==> src/hdl/ltfp_pkg.sv <==
// ltfp_pkg: shared types and constants for the link tuple filter parser
// used by ltfp_front, ltfp_fifo, ltfp_back and link_tuple_filter_parser
package ltfp_pkg;

	localparam int ID_DEPTH = 32;
	localparam int IDX_W    = (ID_DEPTH > 1) ? $clog2(ID_DEPTH) : 1;
	localparam int CNT_W    = $clog2(ID_DEPTH + 1);
	localparam int Q_DEPTH  = 4;
	localparam int QPTR_W   = $clog2(Q_DEPTH);
	localparam int QCNT_W   = $clog2(Q_DEPTH + 1);

	localparam logic [7:0] CH_OPEN   = 8'h28;
	localparam logic [7:0] CH_COMMA  = 8'h2C;
	localparam logic [7:0] CH_BSLASH = 8'h5C;
	localparam logic [7:0] CH_QUOTE  = 8'h27;
	localparam logic [7:0] CH_ZERO   = 8'h30;
	localparam logic [7:0] CH_SPACE  = 8'h20;
	localparam logic [7:0] CH_NL     = 8'h0A;

	typedef enum logic [2:0] {
		PH_OUTSIDE,
		PH_ID,
		PH_NS,
		PH_SKIPQ,
		PH_TITLE,
		PH_ESC
	} phase_t;

	typedef enum logic [1:0] {
		NS_EMPTY,
		NS_MATCH,
		NS_OTHER
	} ns_t;

	typedef enum logic [1:0] {
		CMD_WR,
		CMD_BYTE,
		CMD_RUN
	} cmd_kind_t;

	typedef enum logic {
		BK_CMD,
		BK_RUN
	} back_state_t;

	typedef struct packed {
		cmd_kind_t         kind;
		logic [7:0]        data;
		logic [CNT_W-1:0]  idx;
	} cmd_t;

endpackage

==> src/hdl/ltfp_front.sv <==
// ltfp_front: accepts input bytes, tracks tuple phase and namespace match,
// and issues id writes, id runs and single bytes as commands; uses ltfp_pkg
module ltfp_front (
	input  logic                clk,
	input  logic                arst_n,
	input  logic                in_valid,
	output logic                in_ready,
	input  logic [7:0]          in_byte,
	input  logic                q_full,
	output logic                q_push,
	output ltfp_pkg::cmd_t      q_cmd
);

	ltfp_pkg::phase_t                 phase_q, phase_d;
	ltfp_pkg::ns_t                    ns_q, ns_d;
	logic [ltfp_pkg::CNT_W-1:0]       id_count_q, id_count_d;
	logic                             keep_q, keep_d;
	logic                             accept;

	assign in_ready = !q_full;
	assign accept   = in_valid && !q_full;

	// next state
	always_comb begin
		phase_d    = phase_q;
		ns_d       = ns_q;
		id_count_d = id_count_q;
		keep_d     = keep_q;
		case (phase_q)
			ltfp_pkg::PH_OUTSIDE: begin
				if (in_byte == ltfp_pkg::CH_OPEN) begin
					phase_d    = ltfp_pkg::PH_ID;
					id_count_d = '0;
				end
			end
			ltfp_pkg::PH_ID: begin
				if (in_byte == ltfp_pkg::CH_COMMA) begin
					phase_d = ltfp_pkg::PH_NS;
					ns_d    = ltfp_pkg::NS_EMPTY;
				end else if (id_count_q < ltfp_pkg::CNT_W'(ltfp_pkg::ID_DEPTH)) begin
					id_count_d = id_count_q + 1'b1;
				end
			end
			ltfp_pkg::PH_NS: begin
				if (in_byte == ltfp_pkg::CH_COMMA) begin
					phase_d = ltfp_pkg::PH_SKIPQ;
					keep_d  = (ns_q == ltfp_pkg::NS_MATCH);
				end else if (ns_q == ltfp_pkg::NS_EMPTY && in_byte == ltfp_pkg::CH_ZERO) begin
					ns_d = ltfp_pkg::NS_MATCH;
				end else begin
					ns_d = ltfp_pkg::NS_OTHER;
				end
			end
			ltfp_pkg::PH_SKIPQ: begin
				phase_d = ltfp_pkg::PH_TITLE;
			end
			ltfp_pkg::PH_TITLE: begin
				if (in_byte == ltfp_pkg::CH_BSLASH) begin
					phase_d = ltfp_pkg::PH_ESC;
				end else if (in_byte == ltfp_pkg::CH_QUOTE) begin
					phase_d = ltfp_pkg::PH_OUTSIDE;
				end
			end
			ltfp_pkg::PH_ESC: begin
				phase_d = ltfp_pkg::PH_TITLE;
			end
			default: begin
				phase_d = ltfp_pkg::PH_OUTSIDE;
			end
		endcase
	end

	// command issue
	always_comb begin
		q_push      = 1'b0;
		q_cmd.kind  = ltfp_pkg::CMD_BYTE;
		q_cmd.data  = in_byte;
		q_cmd.idx   = id_count_q;
		case (phase_q)
			ltfp_pkg::PH_ID: begin
				if (in_byte != ltfp_pkg::CH_COMMA &&
				    id_count_q < ltfp_pkg::CNT_W'(ltfp_pkg::ID_DEPTH)) begin
					q_push     = accept;
					q_cmd.kind = ltfp_pkg::CMD_WR;
				end
			end
			ltfp_pkg::PH_NS: begin
				if (in_byte == ltfp_pkg::CH_COMMA && ns_q == ltfp_pkg::NS_MATCH) begin
					q_push     = accept;
					q_cmd.kind = ltfp_pkg::CMD_RUN;
				end
			end
			ltfp_pkg::PH_TITLE: begin
				if (in_byte == ltfp_pkg::CH_QUOTE) begin
					q_push     = accept && keep_q;
					q_cmd.data = ltfp_pkg::CH_NL;
				end else if (in_byte != ltfp_pkg::CH_BSLASH) begin
					q_push = accept && keep_q;
				end
			end
			ltfp_pkg::PH_ESC: begin
				q_push = accept && keep_q;
			end
			default: begin
				q_push = 1'b0;
			end
		endcase
	end

	always_ff @(posedge clk or negedge arst_n) begin
		if (!arst_n) begin
			phase_q    <= ltfp_pkg::PH_OUTSIDE;
			ns_q       <= ltfp_pkg::NS_EMPTY;
			id_count_q <= '0;
			keep_q     <= 1'b0;
		end else if (accept) begin
			phase_q    <= phase_d;
			ns_q       <= ns_d;
			id_count_q <= id_count_d;
			keep_q     <= keep_d;
		end
	end

endmodule

==> src/hdl/ltfp_fifo.sv <==
// ltfp_fifo: short command queue between front and back
// uses cmd_t and queue constants from ltfp_pkg
module ltfp_fifo (
	input  logic                clk,
	input  logic                arst_n,
	input  logic                push,
	input  ltfp_pkg::cmd_t      push_cmd,
	input  logic                pop,
	output ltfp_pkg::cmd_t      head_cmd,
	output logic                full,
	output logic                empty
);

	ltfp_pkg::cmd_t                   slot_q [ltfp_pkg::Q_DEPTH];
	logic [ltfp_pkg::QPTR_W-1:0]      wr_ptr_q, rd_ptr_q;
	logic [ltfp_pkg::QCNT_W-1:0]      count_q;

	assign full     = (count_q == ltfp_pkg::QCNT_W'(ltfp_pkg::Q_DEPTH));
	assign empty    = (count_q == '0);
	assign head_cmd = slot_q[rd_ptr_q];

	always_ff @(posedge clk) begin
		if (push && !full) begin
			slot_q[wr_ptr_q] <= push_cmd;
		end
	end

	always_ff @(posedge clk or negedge arst_n) begin
		if (!arst_n) begin
			wr_ptr_q <= '0;
			rd_ptr_q <= '0;
			count_q  <= '0;
		end else begin
			if (push && !full) begin
				wr_ptr_q <= wr_ptr_q + 1'b1;
			end
			if (pop && !empty) begin
				rd_ptr_q <= rd_ptr_q + 1'b1;
			end
			case ({push && !full, pop && !empty})
				2'b10:   count_q <= count_q + 1'b1;
				2'b01:   count_q <= count_q - 1'b1;
				default: count_q <= count_q;
			endcase
		end
	end

endmodule

==> src/hdl/ltfp_back.sv <==
// ltfp_back: executes queued commands, owns the id memory and the output register
// uses cmd_t, back_state_t and constants from ltfp_pkg
module ltfp_back (
	input  logic                clk,
	input  logic                arst_n,
	input  logic                q_empty,
	input  ltfp_pkg::cmd_t      q_cmd,
	output logic                q_pop,
	output logic                out_valid,
	input  logic                out_ready,
	output logic [7:0]          out_byte,
	output logic                run_last
);

	ltfp_pkg::back_state_t            state_q, state_d;
	logic [7:0]                       id_mem [ltfp_pkg::ID_DEPTH];
	logic [7:0]                       rdata_q;
	logic [ltfp_pkg::CNT_W-1:0]       idx_q, cnt_q;
	logic                             out_valid_q, sel_mem_q, last_q;
	logic [7:0]                       lit_q;
	logic                             advance, load, ld_sel_mem, ld_last, rd_en, we, run_start;
	logic [7:0]                       ld_lit;

	assign advance   = !out_valid_q || out_ready;
	assign out_valid = out_valid_q;
	assign out_byte  = sel_mem_q ? rdata_q : lit_q;
	assign run_last  = last_q;

	// next state
	always_comb begin
		state_d = state_q;
		case (state_q)
			ltfp_pkg::BK_CMD: begin
				if (!q_empty && q_cmd.kind == ltfp_pkg::CMD_RUN) begin
					state_d = ltfp_pkg::BK_RUN;
				end
			end
			ltfp_pkg::BK_RUN: begin
				if (advance && idx_q == cnt_q) begin
					state_d = ltfp_pkg::BK_CMD;
				end
			end
			default: begin
				state_d = ltfp_pkg::BK_CMD;
			end
		endcase
	end

	// outputs
	always_comb begin
		q_pop      = 1'b0;
		we         = 1'b0;
		run_start  = 1'b0;
		load       = 1'b0;
		ld_sel_mem = 1'b0;
		ld_lit     = q_cmd.data;
		ld_last    = 1'b0;
		rd_en      = 1'b0;
		case (state_q)
			ltfp_pkg::BK_CMD: begin
				if (!q_empty) begin
					case (q_cmd.kind)
						ltfp_pkg::CMD_WR: begin
							q_pop = 1'b1;
							we    = 1'b1;
						end
						ltfp_pkg::CMD_BYTE: begin
							q_pop   = advance;
							load    = advance;
							ld_last = 1'b1;
						end
						ltfp_pkg::CMD_RUN: begin
							q_pop     = 1'b1;
							run_start = 1'b1;
						end
						default: begin
							q_pop = 1'b1;
						end
					endcase
				end
			end
			ltfp_pkg::BK_RUN: begin
				if (advance) begin
					load = 1'b1;
					if (idx_q == cnt_q) begin
						ld_lit  = ltfp_pkg::CH_SPACE;
						ld_last = 1'b1;
					end else begin
						ld_sel_mem = 1'b1;
						rd_en      = 1'b1;
					end
				end
			end
			default: begin
				load = 1'b0;
			end
		endcase
	end

	always_ff @(posedge clk) begin
		if (we) begin
			id_mem[q_cmd.idx[ltfp_pkg::IDX_W-1:0]] <= q_cmd.data;
		end
		if (rd_en) begin
			rdata_q <= id_mem[idx_q[ltfp_pkg::IDX_W-1:0]];
		end
		if (load) begin
			sel_mem_q <= ld_sel_mem;
			lit_q     <= ld_lit;
			last_q    <= ld_last;
		end
		if (run_start) begin
			cnt_q <= q_cmd.idx;
		end
	end

	always_ff @(posedge clk or negedge arst_n) begin
		if (!arst_n) begin
			state_q     <= ltfp_pkg::BK_CMD;
			out_valid_q <= 1'b0;
			idx_q       <= '0;
		end else begin
			state_q <= state_d;
			if (load) begin
				out_valid_q <= 1'b1;
			end else if (out_ready) begin
				out_valid_q <= 1'b0;
			end
			if (run_start) begin
				idx_q <= '0;
			end else if (rd_en) begin
				idx_q <= idx_q + 1'b1;
			end
		end
	end

endmodule

==> src/hdl/link_tuple_filter_parser.sv <==
// link_tuple_filter_parser: top level joining front, command queue and back
// depends on ltfp_pkg, ltfp_front, ltfp_fifo and ltfp_back
//
// Input bytes are taken one per cycle while the four-entry command queue has room.
// Id bytes, title bytes and the closing newline each become one command for the
// back part; a kept tuple's id run starts with a run command, then sends each stored
// id byte and a space while taking no command, so the queue can fill and stall input.
// Output data comes from a single output register, so a result waits there
// without blocking input until the queue is full. Id bytes past 32 are dropped.
module link_tuple_filter_parser (
	input  logic        clk,
	input  logic        arst_n,
	input  logic        in_valid,
	output logic        in_ready,
	input  logic [7:0]  in_byte,
	output logic        out_valid,
	input  logic        out_ready,
	output logic [7:0]  out_byte,
	output logic        run_last
);

	ltfp_pkg::cmd_t  push_cmd, head_cmd;
	logic            q_push, q_pop, q_full, q_empty;

	ltfp_front u_front (
		.clk      (clk),
		.arst_n   (arst_n),
		.in_valid (in_valid),
		.in_ready (in_ready),
		.in_byte  (in_byte),
		.q_full   (q_full),
		.q_push   (q_push),
		.q_cmd    (push_cmd)
	);

	ltfp_fifo u_fifo (
		.clk      (clk),
		.arst_n   (arst_n),
		.push     (q_push),
		.push_cmd (push_cmd),
		.pop      (q_pop),
		.head_cmd (head_cmd),
		.full     (q_full),
		.empty    (q_empty)
	);

	ltfp_back u_back (
		.clk       (clk),
		.arst_n    (arst_n),
		.q_empty   (q_empty),
		.q_cmd     (head_cmd),
		.q_pop     (q_pop),
		.out_valid (out_valid),
		.out_ready (out_ready),
		.out_byte  (out_byte),
		.run_last  (run_last)
	);

`ifndef SYNTHESIS
	a_push_room: assert property (@(posedge clk) disable iff (!arst_n)
		q_push |-> !q_full)
		else $error("command pushed into a full queue");

	a_pop_data: assert property (@(posedge clk) disable iff (!arst_n)
		q_pop |-> !q_empty)
		else $error("command popped from an empty queue");

	a_flags: assert property (@(posedge clk) disable iff (!arst_n)
		!(q_full && q_empty))
		else $error("queue reports full and empty at once");

	a_input_stall: assert property (@(posedge clk) disable iff (!arst_n)
		q_full |-> !in_ready)
		else $error("input taken while queue is full");
`endif

endmodule
==> config.mk <==
export PLATFORM = sky130hd
export DESIGN_NAME = link_tuple_filter_parser
export DESIGN_NICKNAME = d
export VERILOG_FILES = /design/src/hdl/ltfp_pkg.sv /design/src/hdl/ltfp_front.sv /design/src/hdl/ltfp_fifo.sv /design/src/hdl/ltfp_back.sv /design/src/hdl/link_tuple_filter_parser.sv
export SDC_FILE = /design/constraint.sdc
export NUM_CORES = 1
export LEC_CHECK = 0
export ABC_AREA = 1
export BUFFER_PORTS_ARGS = -buffer_cell sky130_fd_sc_hd__buf_2
export CAP_MARGIN = 20
export CORE_MARGIN = 4
export CORE_UTILIZATION = 50
export DETAILED_ROUTE_END_ITERATION = 16
export PLACE_DENSITY = 0.74
export SLEW_MARGIN = 20
export SYNTH_ARGS = -nofsm -noshare
export SYNTH_HDL_FRONTEND = slang
export SYNTH_SLANG_ARGS = --single-unit
==> constraint.sdc <==
create_clock -name clk -period 2.3 [get_ports clk]
set_input_delay 0.23 -clock clk [delete_from_list [all_inputs] [get_ports clk]]
set_output_delay 0.23 -clock clk [all_outputs]
set_load 0.01 [all_outputs]
## After elaboration in Yosys (flattened, before gate mapping)

Memory sizes are Yosys's and may differ from the RTL's. A register that Yosys moved wholly into a read port is not among the register bits.
Index checks and enable logic that the tools add are counted.

| operators by class | value |
|---|---|
| magnitude comparators | 1 |
| eq/ne operators | 26 |
| add/sub/neg operators | 6 |
| bitwise gates (word level) | 1 |
| muxes and demuxes | 61 |
| reductions and logical operators | 27 |

Operator list:

| operator | number |
|---|---|
| 8-bit 2-to-1 mux | 6 |
| 8-bit by 6-bit equality test with 1-bit output (second input constant) | 4 |
| 1-bit 2-to-1 mux | 32 |
| 6-bit 2-to-1 mux | 5 |
| 3-bit 2-to-1 mux | 5 |
| 3-bit one-hot mux with 5 select lines | 1 |
| 6-bit by 1-bit adder with 6-bit output (second input constant) | 2 |
| 6-bit one-hot mux with 2 select lines | 1 |
| 5-bit AND reduction | 2 |
| 2-bit nonzero test | 5 |
| 3-bit equality test (second input constant) | 3 |
| 1-bit logical AND | 9 |
| 8-bit by 7-bit equality test with 1-bit output (second input constant) | 1 |
| 2-bit 2-to-1 mux | 4 |
| 2-bit by 1-bit inequality test with 1-bit output (second input constant) | 4 |
| 8-bit by 6-bit inequality test with 1-bit output (second input constant) | 1 |
| 8-bit by 7-bit inequality test with 1-bit output (second input constant) | 1 |
| 2-bit one-hot mux with 2 select lines | 2 |
| 2-bit by 1-bit equality test with 1-bit output (second input constant) | 3 |
| 3-bit by 2-bit equality test with 1-bit output (second input constant) | 2 |
| 6-bit equality test | 1 |
| 3-bit zero test | 2 |
| 6-bit less-than comparator (second input constant) | 1 |
| 1-bit one-hot mux with 2 select lines | 3 |
| other kinds (16) | 22 |

| word-level totals | value |
|---|---|
| bits in registers | 43 |
| memories | 2 |
| input port bits | 12 |
| RAM bits | 320 |

Memory list:

| name | depth | width | read ports | clocked after memory_dff | write ports | line | source |
|---|---|---|---|---|---|---|---|
| u_back.id_mem | 32 | 8 | 1 | 1 | 1 | ltfp_back.sv:16 | `logic [7:0] id_mem [ltfp_pkg::ID_DEPTH];` |
| u_fifo.slot_q | 4 | 16 | 1 | 0 | 1 | ltfp_fifo.sv:14 | `ltfp_pkg::cmd_t slot_q [ltfp_pkg::Q_DEPTH];` |

## Logic depth before layout (Yosys ltp)

Gate-level depths: netlist (run 1).

| logic depth | value |
|---|---|
| depth after elaboration | 10 |
| gate-level depth with buffers | 15 |

## Hierarchy

Synthesis (run 1) repeated with hierarchy kept, for this count alone.

| second synthesis, totals | value |
|---|---|
| cell total of the unflattened synthesis | 1562 |
| area, all modules | 16498.3 µm² |

By module, submodules not included:

| module | instances | area an instance (µm²) | cells each |
|---|---|---|---|
| ltfp_back | 1 | 12451.9 | 1163 |
| ltfp_fifo | 1 | 3022.9 | 248 |
| ltfp_front | 1 | 1023.5 | 151 |

## Worst setup path after synthesis (run 1)

Ideal clock, no wire load.

| timing path | value |
|---|---|
| kind | reg2reg |
| from | register u_fifo.rd_ptr_q[0] (netlist bit) |
| to | memory u_back.id_mem[0][5], data pin |
| stages on the path, launching flop included | 6 |
| required time | 1.897 ns |
| setup time | 0.403 ns |
| arrival time | 1.962 ns |
| path slack | -0.066 ns |
| cells stage by stage | dfrtp_1 -> buf_4 -> buf_4 -> buf_4 -> nand2_1 -> a32oi_1 |

RTL lines:

| what | line | source |
|---|---|---|
| start, declared | ltfp_fifo.sv:15 | `logic [ltfp_pkg::QPTR_W-1:0] wr_ptr_q, rd_ptr_q;` |
| start signal, assigned | ltfp_fifo.sv:38 | `rd_ptr_q <= rd_ptr_q + 1'b1;` |
| end, declared | ltfp_back.sv:16 |  |

==> results of run 1 <==
per-stage QoR:
stage          instances  util [%]  power [mW]  setup slack [ns]
6_report            1870     59.73       24.18           0.06143
5_1_grt             1870     59.73       25.51          -0.05475
4_1_cts             1862     59.15       23.94          -0.03598
3_5_place_dp        1792     55.11       18.13          -0.04031
2_1_floorplan       1342         -       14.61          -0.05044
3_3_place_gp        1792     55.10       17.85          -0.01905
final timing paths:
check                                       to  slack [ns]  cells past startpoint
max                        u_back.id_mem[4][0]        0.06                     10
min                        u_fifo.slot_q[2][7]        0.06                      2
max reg2reg                u_back.id_mem[4][0]        0.06                     10
min reg2reg                     u_front.keep_q        0.51                      2
max in group asynchronous      u_back.idx_q[0]        1.53                      2
min in group asynchronous   u_fifo.rd_ptr_q[0]        0.27                      2
logic make-up (layout without fill, tap and decap cells):
| kind of cell | after synthesis | count (layout) | share of synthesized area [%] |
|---|---|---|---|
| xor+xnor | 16 | 16 | 0.8977 |
| fa+ha+maj | 8 | 8 | 0.6893 |
| simple gates | 585 | 585 | 15.53 |
| mux | 8 | 8 | 0.5771 |
| flops | 371 | 371 | 70.50 |
| compound gates | 213 | 213 | 7.679 |
| buf+inv | 141 | 273 | 4.120 |
worst register-to-register path, cell delays in order, from the launching register on:
cell and delay [ns]:
dfrtp_2 0.42, clkinv_4 0.12, buf_4 0.15, nand2_1 0.05
nand3_1 0.06, and2_1 0.23, inv_1 0.19, nand3_4 0.18
buf_4 0.19, nor2_2 0.18, buf_6 0.18
cell type report:
type | instances | share of cell area (%)
Sequential cell | 371 | 60.11
Multi-Input combinational cell | 830 | 22.61
Timing Repair Buffer | 136 | 6.796
Clock buffer | 53 | 5.669
Tap cell | 396 | 2.705
Inverter | 73 | 1.523
Clock inverter | 11 | 0.5806
sequential cells by signal (all words and copies together) (netlist names):
signal              flops
u_back.id_mem         256
u_fifo.slot_q          64
u_back.lit_q            8
u_back.rdata_q          8
u_back.cnt_q            6
u_back.idx_q            6
u_front.id_count_q      6
u_fifo.count_q          3
u_front.phase_q         3
u_fifo.rd_ptr_q         2
u_fifo.wr_ptr_q         2
u_front.ns_q            2
u_back.out_valid        1
u_back.run_last         1
u_back.sel_mem_q        1
u_back.state_q          1
u_front.keep_q          1
cell usage after synthesis, types with 3 or more instances:
master    number
nand2_2        5
inv_2         12
buf_4         13
nor2_1       225
nand3_1       96
o21ai_1        7
xor2_1        11
xnor2_1        5
nand3_2        3
buf_2         28
nand4_1       10
dfrtp_1       27
edfxtp_1     344
a32oi_1        8
o21ai_0      128
ha_1           7
o211ai_1      32
clkbuf_1      23
a21oi_1       32
o22ai_1        3
nand2_1      232
nor3_1         3
nor2_2         3
buf_6          4
mux2_2         8
inv_1         59
per-layer routing:
metal / up-vias / track usage (%) / wire length (µm)
li1: 4912 / - / -
met1: 5055 / 26.89 / 13980
met2: 363 / 35.45 / 17770
met3: 88 / 3.000 / 2002
met4: 0 / 6.929 / 1163
met5: - / 0 / 0
repair_timing:
| item | in CTS | in global routing |
|---|---|---|
| endpoints found under the hold margin | 36 | 0 |
| resized for setup | 15 | 32 |
| hold buffers | 4 | 0 |
| setup endpoints to repair | 70 | 206 |
| buffers inserted | 2 | 8 |
| pin swaps | 1 | 5 |
power groups by stage:
stage	Clock (mW)	Combinational, mW	Sequential, mW
final	5.74	8.99	9.45
after global routing	6.11	9.90	9.50
after CTS	5.81	8.66	9.47
after detailed placement	0	8.52	9.61
after global placement	0	8.28	9.57
after floorplan	0	5.16	9.45
cells in the final DEF (no fill, tap or decap), types with 5 or more instances in the layout:
cell / instances
edfxtp_1: 344
nand2_1: 231
nor2_1: 204
o21ai_0: 126
nand3_1: 93
buf_4: 85
inv_1: 57
clkbuf_16: 39
o211ai_1: 32
a21oi_1: 30
dfrtp_1: 24
nor2_2: 22
buf_2: 22
buf_12: 20
inv_2: 13
clkbuf_1: 13
xor2_1: 11
nand4_1: 10
a32oi_2: 9
o21ai_1: 8
mux2_2: 8
ha_1: 7
clkinv_2: 6
xnor2_1: 5
buf_6: 5
==> flow_metrics.env, run 1 <==
export IMPL_ys_seq_area_share_pct=70.50
export IMPL_die_area_um2=34110
export IMPL_antenna_cells=0
export IMPL_hp_class="in -> reg"
export IMPL_vdd_drop_max_uv=709.7
export IMPL_io_buffers=22
export IMPL_area_growth_pct=17.35
export IMPL_cts_root_buf="clkbuf_16"
export IMPL_startpoint="u_fifo.rd_ptr_q[0]"
export IMPL_cts_made_buffers=38
export IMPL_yosys_warnings=0
export IMPL_drt_iter0_markers=1024
export IMPL_cpMostUsedCell="buf_4"
export IMPL_cap_violations=0
export IMPL_rows=64
export IMPL_start_kind="flop"
export IMPL_reg2reg_from="u_fifo.rd_ptr_q[0]"
export IMPL_grt_pass1_vias=10390
export IMPL_cts_sinks=371
export IMPL_viasPerCell=5.571
export IMPL_yosys_area_top_type="edfxtp_1"
export IMPL_finalInstanceArea_um2=18320
export IMPL_ys_types=37
export IMPL_nNetsFinal=1470
export IMPL_fmax_ghz=0.4467
export IMPL_netlist_instances=1342
export IMPL_power_switching_mw=8.671
export IMPL_tightest_slew_ns=0.8477
export IMPL_die_h_um=184.7
export IMPL_p_leak_nw=6.728
export IMPL_slowest_delay_ns=0.42
export IMPL_start_util_pct=50.90
export IMPL_p_clk_share_pct=23.8
export IMPL_wire_per_inst_um=18.67
export IMPL_hold_viol=0
export IMPL_outcome="completed"
export IMPL_required_ns=2.53
export IMPL_slew_violations=0
export IMPL_synth_area_um2=15610
export IMPL_clkTransAtPathRegs_ns=0.06
export IMPL_num_fill_cells=2356
export IMPL_crit_fanout=15
export IMPL_synth_edf_count=344
export IMPL_synth_top_area_share_pct=66.18
export IMPL_async_reset_ff_share_pct=7.278
export IMPL_dr_total_vias=10420
export IMPL_fin_skew_ns=0.03796
export IMPL_hold_start="in_byte[1]"
export IMPL_antenna_found_initial=0
export IMPL_path_buf_inv=5
export IMPL_die_w_um=184.7
export IMPL_hold_slack_ns=0.05717
export IMPL_period_share_pct=97.33
export IMPL_grt_max_degree=69
export IMPL_multi_input_area_um2=4143
export IMPL_insertion_delay_ns=0.52
export IMPL_p_int_mw=15.51
export IMPL_p_comb_share_pct=37.2
export IMPL_fin_setup_tns_ns=0
export IMPL_grt_pass1_wl_um=55210
export IMPL_synthFlopType="edfxtp_1"
export IMPL_cts_tree="built"
export IMPL_grt_use_total_pct=20.52
export IMPL_min_period_ns=2.239
export IMPL_swShare_pct=35.86
export IMPL_dr_pass1_iters=6
export IMPL_slew_headroom_pct=43.43
export IMPL_setup_viol=0
export IMPL_ys_ff_latch=371
export IMPL_place_area_um2=16900
export IMPL_wl_um=34910
export IMPL_path_cells="clkinv_4 > buf_4 > nand2_1 > nand3_1 > and2_1 > inv_1 > nand3_4 > buf_4 > nor2_2 > buf_6"
export IMPL_dpl_hpwl_um=21960
export IMPL_clock_path_buffers=3
export IMPL_drcViolationCount=0
export IMPL_drive_gt1_share_pct=17.71
export IMPL_seq_area_um2=11010
export IMPL_ios=23
export IMPL_crit_arrival_ns=2.47
export IMPL_syn_area_per_cell_um2=11.63
export IMPL_p_per_area_nw_per_um2=1320
export IMPL_rsz0062_at_grt="yes"
export IMPL_critPathTopFamily="buffers and inverters"
export IMPL_ant_nets=0
export IMPL_netlist_top_cells_area="edfxtp_1 66%, nand2_1 5.6%, nor2_1 5.4%"
export IMPL_critPathSlowestCell="dfrtp_2"
export IMPL_syn_nets=1362
export IMPL_gp_congestion=0.8687
export IMPL_end_kind="flop"
export IMPL_core_area_um2=30670
export IMPL_overflow=0
export IMPL_pwr_share_seq_pct=39.1
export IMPL_worstSetupPathType="reg -> reg"
export IMPL_h_tree_depth=2
No activity file was read; power rests on OpenSTA's default activity.
==> inputs of run 2 (changes only) <==
Settings changed: CTS_BUF_LIST from default to sky130_fd_sc_hd__clkbuf_2 sky130_fd_sc_hd__clkbuf_4 sky130_fd_sc_hd__clkbuf_8.
==> run 2 against run 1 <==
Against the previous run:
- flip-flop and latch count unchanged
- critical path depth unchanged
- die area unchanged
- non-clock buffer count down 8
- the flow now finishes with violations (setup timing)
- wire length about the same
==> flow_metrics.env, run 2 (synthesized netlist as in run 1, its figures left out) <==
export IMPL_final_common_cell="edfxtp_1"
export IMPL_slowest_delay_ns=0.44
export IMPL_die_h_um=184.7
export IMPL_drive_gt1_share_pct=18.90
export IMPL_utilization_pct=59.42
export IMPL_start_util_pct=50.90
export IMPL_grt_met3_usage_pct=3.335
export IMPL_start_kind="flop"
export IMPL_path_buf_inv=3
export IMPL_crit_fanout=8
export IMPL_grt_pass1_wl_um=55300
export IMPL_drcViolationCount=0
export IMPL_tightest_slew_ns=0.8159
export IMPL_dr_pass1_iters=5
export IMPL_wl_um=34890
export IMPL_cap_violations=0
export IMPL_h_tree_depth=2
export IMPL_top_usage_layer="met2"
export IMPL_antenna_found_initial=0
export IMPL_ios=23
export IMPL_rsz0062_at_grt="yes"
export IMPL_ant_nets=0
export IMPL_use_met1_pct=26.59
export IMPL_viasPerCell=5.472
export IMPL_insertion_delay_ns=0.60
export IMPL_fin_setup_tns_ns=-0.7108
export IMPL_reg2reg_slack_ns=-0.06
export IMPL_period_share_pct=102.5
export IMPL_slew_headroom_pct=45.55
export IMPL_clkTransAtPathRegs_ns=0.07
export IMPL_setup_ws_ns=-0.05727
export IMPL_hp_class="in -> reg"
export IMPL_reg2regPathDepth=10
export IMPL_overflow=0
export IMPL_die_area_um2=34110
export IMPL_grt_pass1_vias=10520
export IMPL_holdPathStages=3
export IMPL_cts_made_buffers=56
export IMPL_largest_reg_flops=256
export IMPL_area_growth_pct=16.74
export IMPL_wire_per_inst_um=18.32
export IMPL_p_per_area_nw_per_um2=1292
export IMPL_cts_setup_buffers=0
export IMPL_slew_violations=0
export IMPL_cts_root_buf="clkbuf_8"
export IMPL_vdd_drop_max_uv=954.2
export IMPL_io_buffers=22
export IMPL_min_period_ns=2.357
export IMPL_drt_iter0_markers=1112
export IMPL_dpl_hpwl_um=21960
export IMPL_holdPathEnd="u_fifo.slot_q[2][11]"
export IMPL_violations="setup timing"
export IMPL_nNetsFinal=1480
export IMPL_setup_viol=16
export IMPL_fin_skew_ns=0.03144
export IMPL_antenna_cells=0
export IMPL_p_leak_nw=6.709
export IMPL_hold_start="in_byte[5]"
export IMPL_startpoint="u_fifo.rd_ptr_q[0]"
export IMPL_total_power_mw=23.54
export IMPL_cts_tree="built"
export IMPL_grt_use_total_pct=20.53
export IMPL_worstSetupPathType="reg -> reg"
export IMPL_cts_sinks=371
export IMPL_die_w_um=184.7
export IMPL_fmax_ghz=0.4242
export IMPL_core_area_um2=30670
export IMPL_grt_max_degree=69
export IMPL_dr_total_vias=10420
export IMPL_rows=64
export IMPL_hold_viol=0
export IMPL_critPathSlowestCell="dfrtp_2"
export IMPL_end_kind="flop"
export IMPL_required_ns=2.60
export IMPL_reg2reg_to="u_back.id_mem[7][2]"
export IMPL_reg2reg_from="u_fifo.rd_ptr_q[0]"
export IMPL_mostFrequentLayoutCells="344 x edfxtp_1, 231 x nand2_1, 203 x nor2_1"
export IMPL_outcome="complete, but fails checks"
export IMPL_clock_path_buffers=3
export IMPL_gp_congestion=0.8687
export IMPL_grtUsageMet2_pct=35.61
export IMPL_path_cells="buf_4 > nand2_1 > nand3_1 > nand2_1 > nand3_1 > nor2_4 > nand2_4 > buf_4 > nor2_1 > buf_4"
export IMPL_critPathTopFamily="simple AND/OR/NAND/NOR gates"
export IMPL_crit_arrival_ns=2.66
export IMPL_cpMostUsedCell="buf_4"
-- run 2: worst min-delay path: cells and delay by family --
kind                   cells  cell delay, ns
and+or+nand+nor            1            0.05
buffers and inverters      2            0.22
-- run 2: area by class of cell --
type | count | area, µm²
tap | 396 | 495.5
sequential | 371 | 11010
multi-input combinational | 830 | 4134
inverter | 73 | 279.0
clock inverter | 29 | 191.4
timing repair buffer | 128 | 1170
fill | 2371 | 12450
clock buffer | 77 | 940.9
-- run 2: worst max-delay path by stage --
stage / endpoint / slack (ns) / cells past startpoint
6_report: u_back.id_mem[7][2] / -0.06 / 10
5_1_grt: u_fifo.count_q[2] / -0.18 / 14
4_1_cts: u_fifo.count_q[2] / -0.08 / 14
3_5_place_dp: u_back.id_mem[25][7] / -0.04 / 9
3_3_place_gp: u_fifo.count_q[2] / -0.02 / 14
2_1_floorplan: u_fifo.slot_q[0][0] / -0.05 / 8
-- run 2: repair_timing --
item	4_1_cts	5_1_grt
resized for setup	9	31
hold endpoints to repair	44	0
setup endpoints to repair	67	223
cloned	0	0
hold buffers	6	0
-- run 2: stage by stage --
step	std cells	hold slack, ns	setup slack, ns	area, µm²
after detailed placement	1792	0.2998	-0.04031	16900
after floorplan	1342	-0.06559	-0.05044	15660
after CTS	1904	0.03246	-0.07944	18120
after global placement	1792	0.2959	-0.01905	16900
final	1904	0.06383	-0.05727	18220
after global routing	1904	0.06290	-0.1753	18220
-- run 2: report_power, final --
| part | switching [mW] | leakage (nW) | internal, mW | total, mW |
|---|---|---|---|---|
| Sequential | 0.379 | 3.45 | 9.10 | 9.48 |
| Clock | 2.45 | 0.598 | 2.89 | 5.34 |
| Combinational | 5.84 | 2.66 | 2.89 | 8.73 |
-- run 2: per-layer routing --
metal	vias to the layer above	wire, µm
li1	4947	-
met1	5065	14040
met2	336	17810
met3	71	2076
met4	0	962
met5	-	0
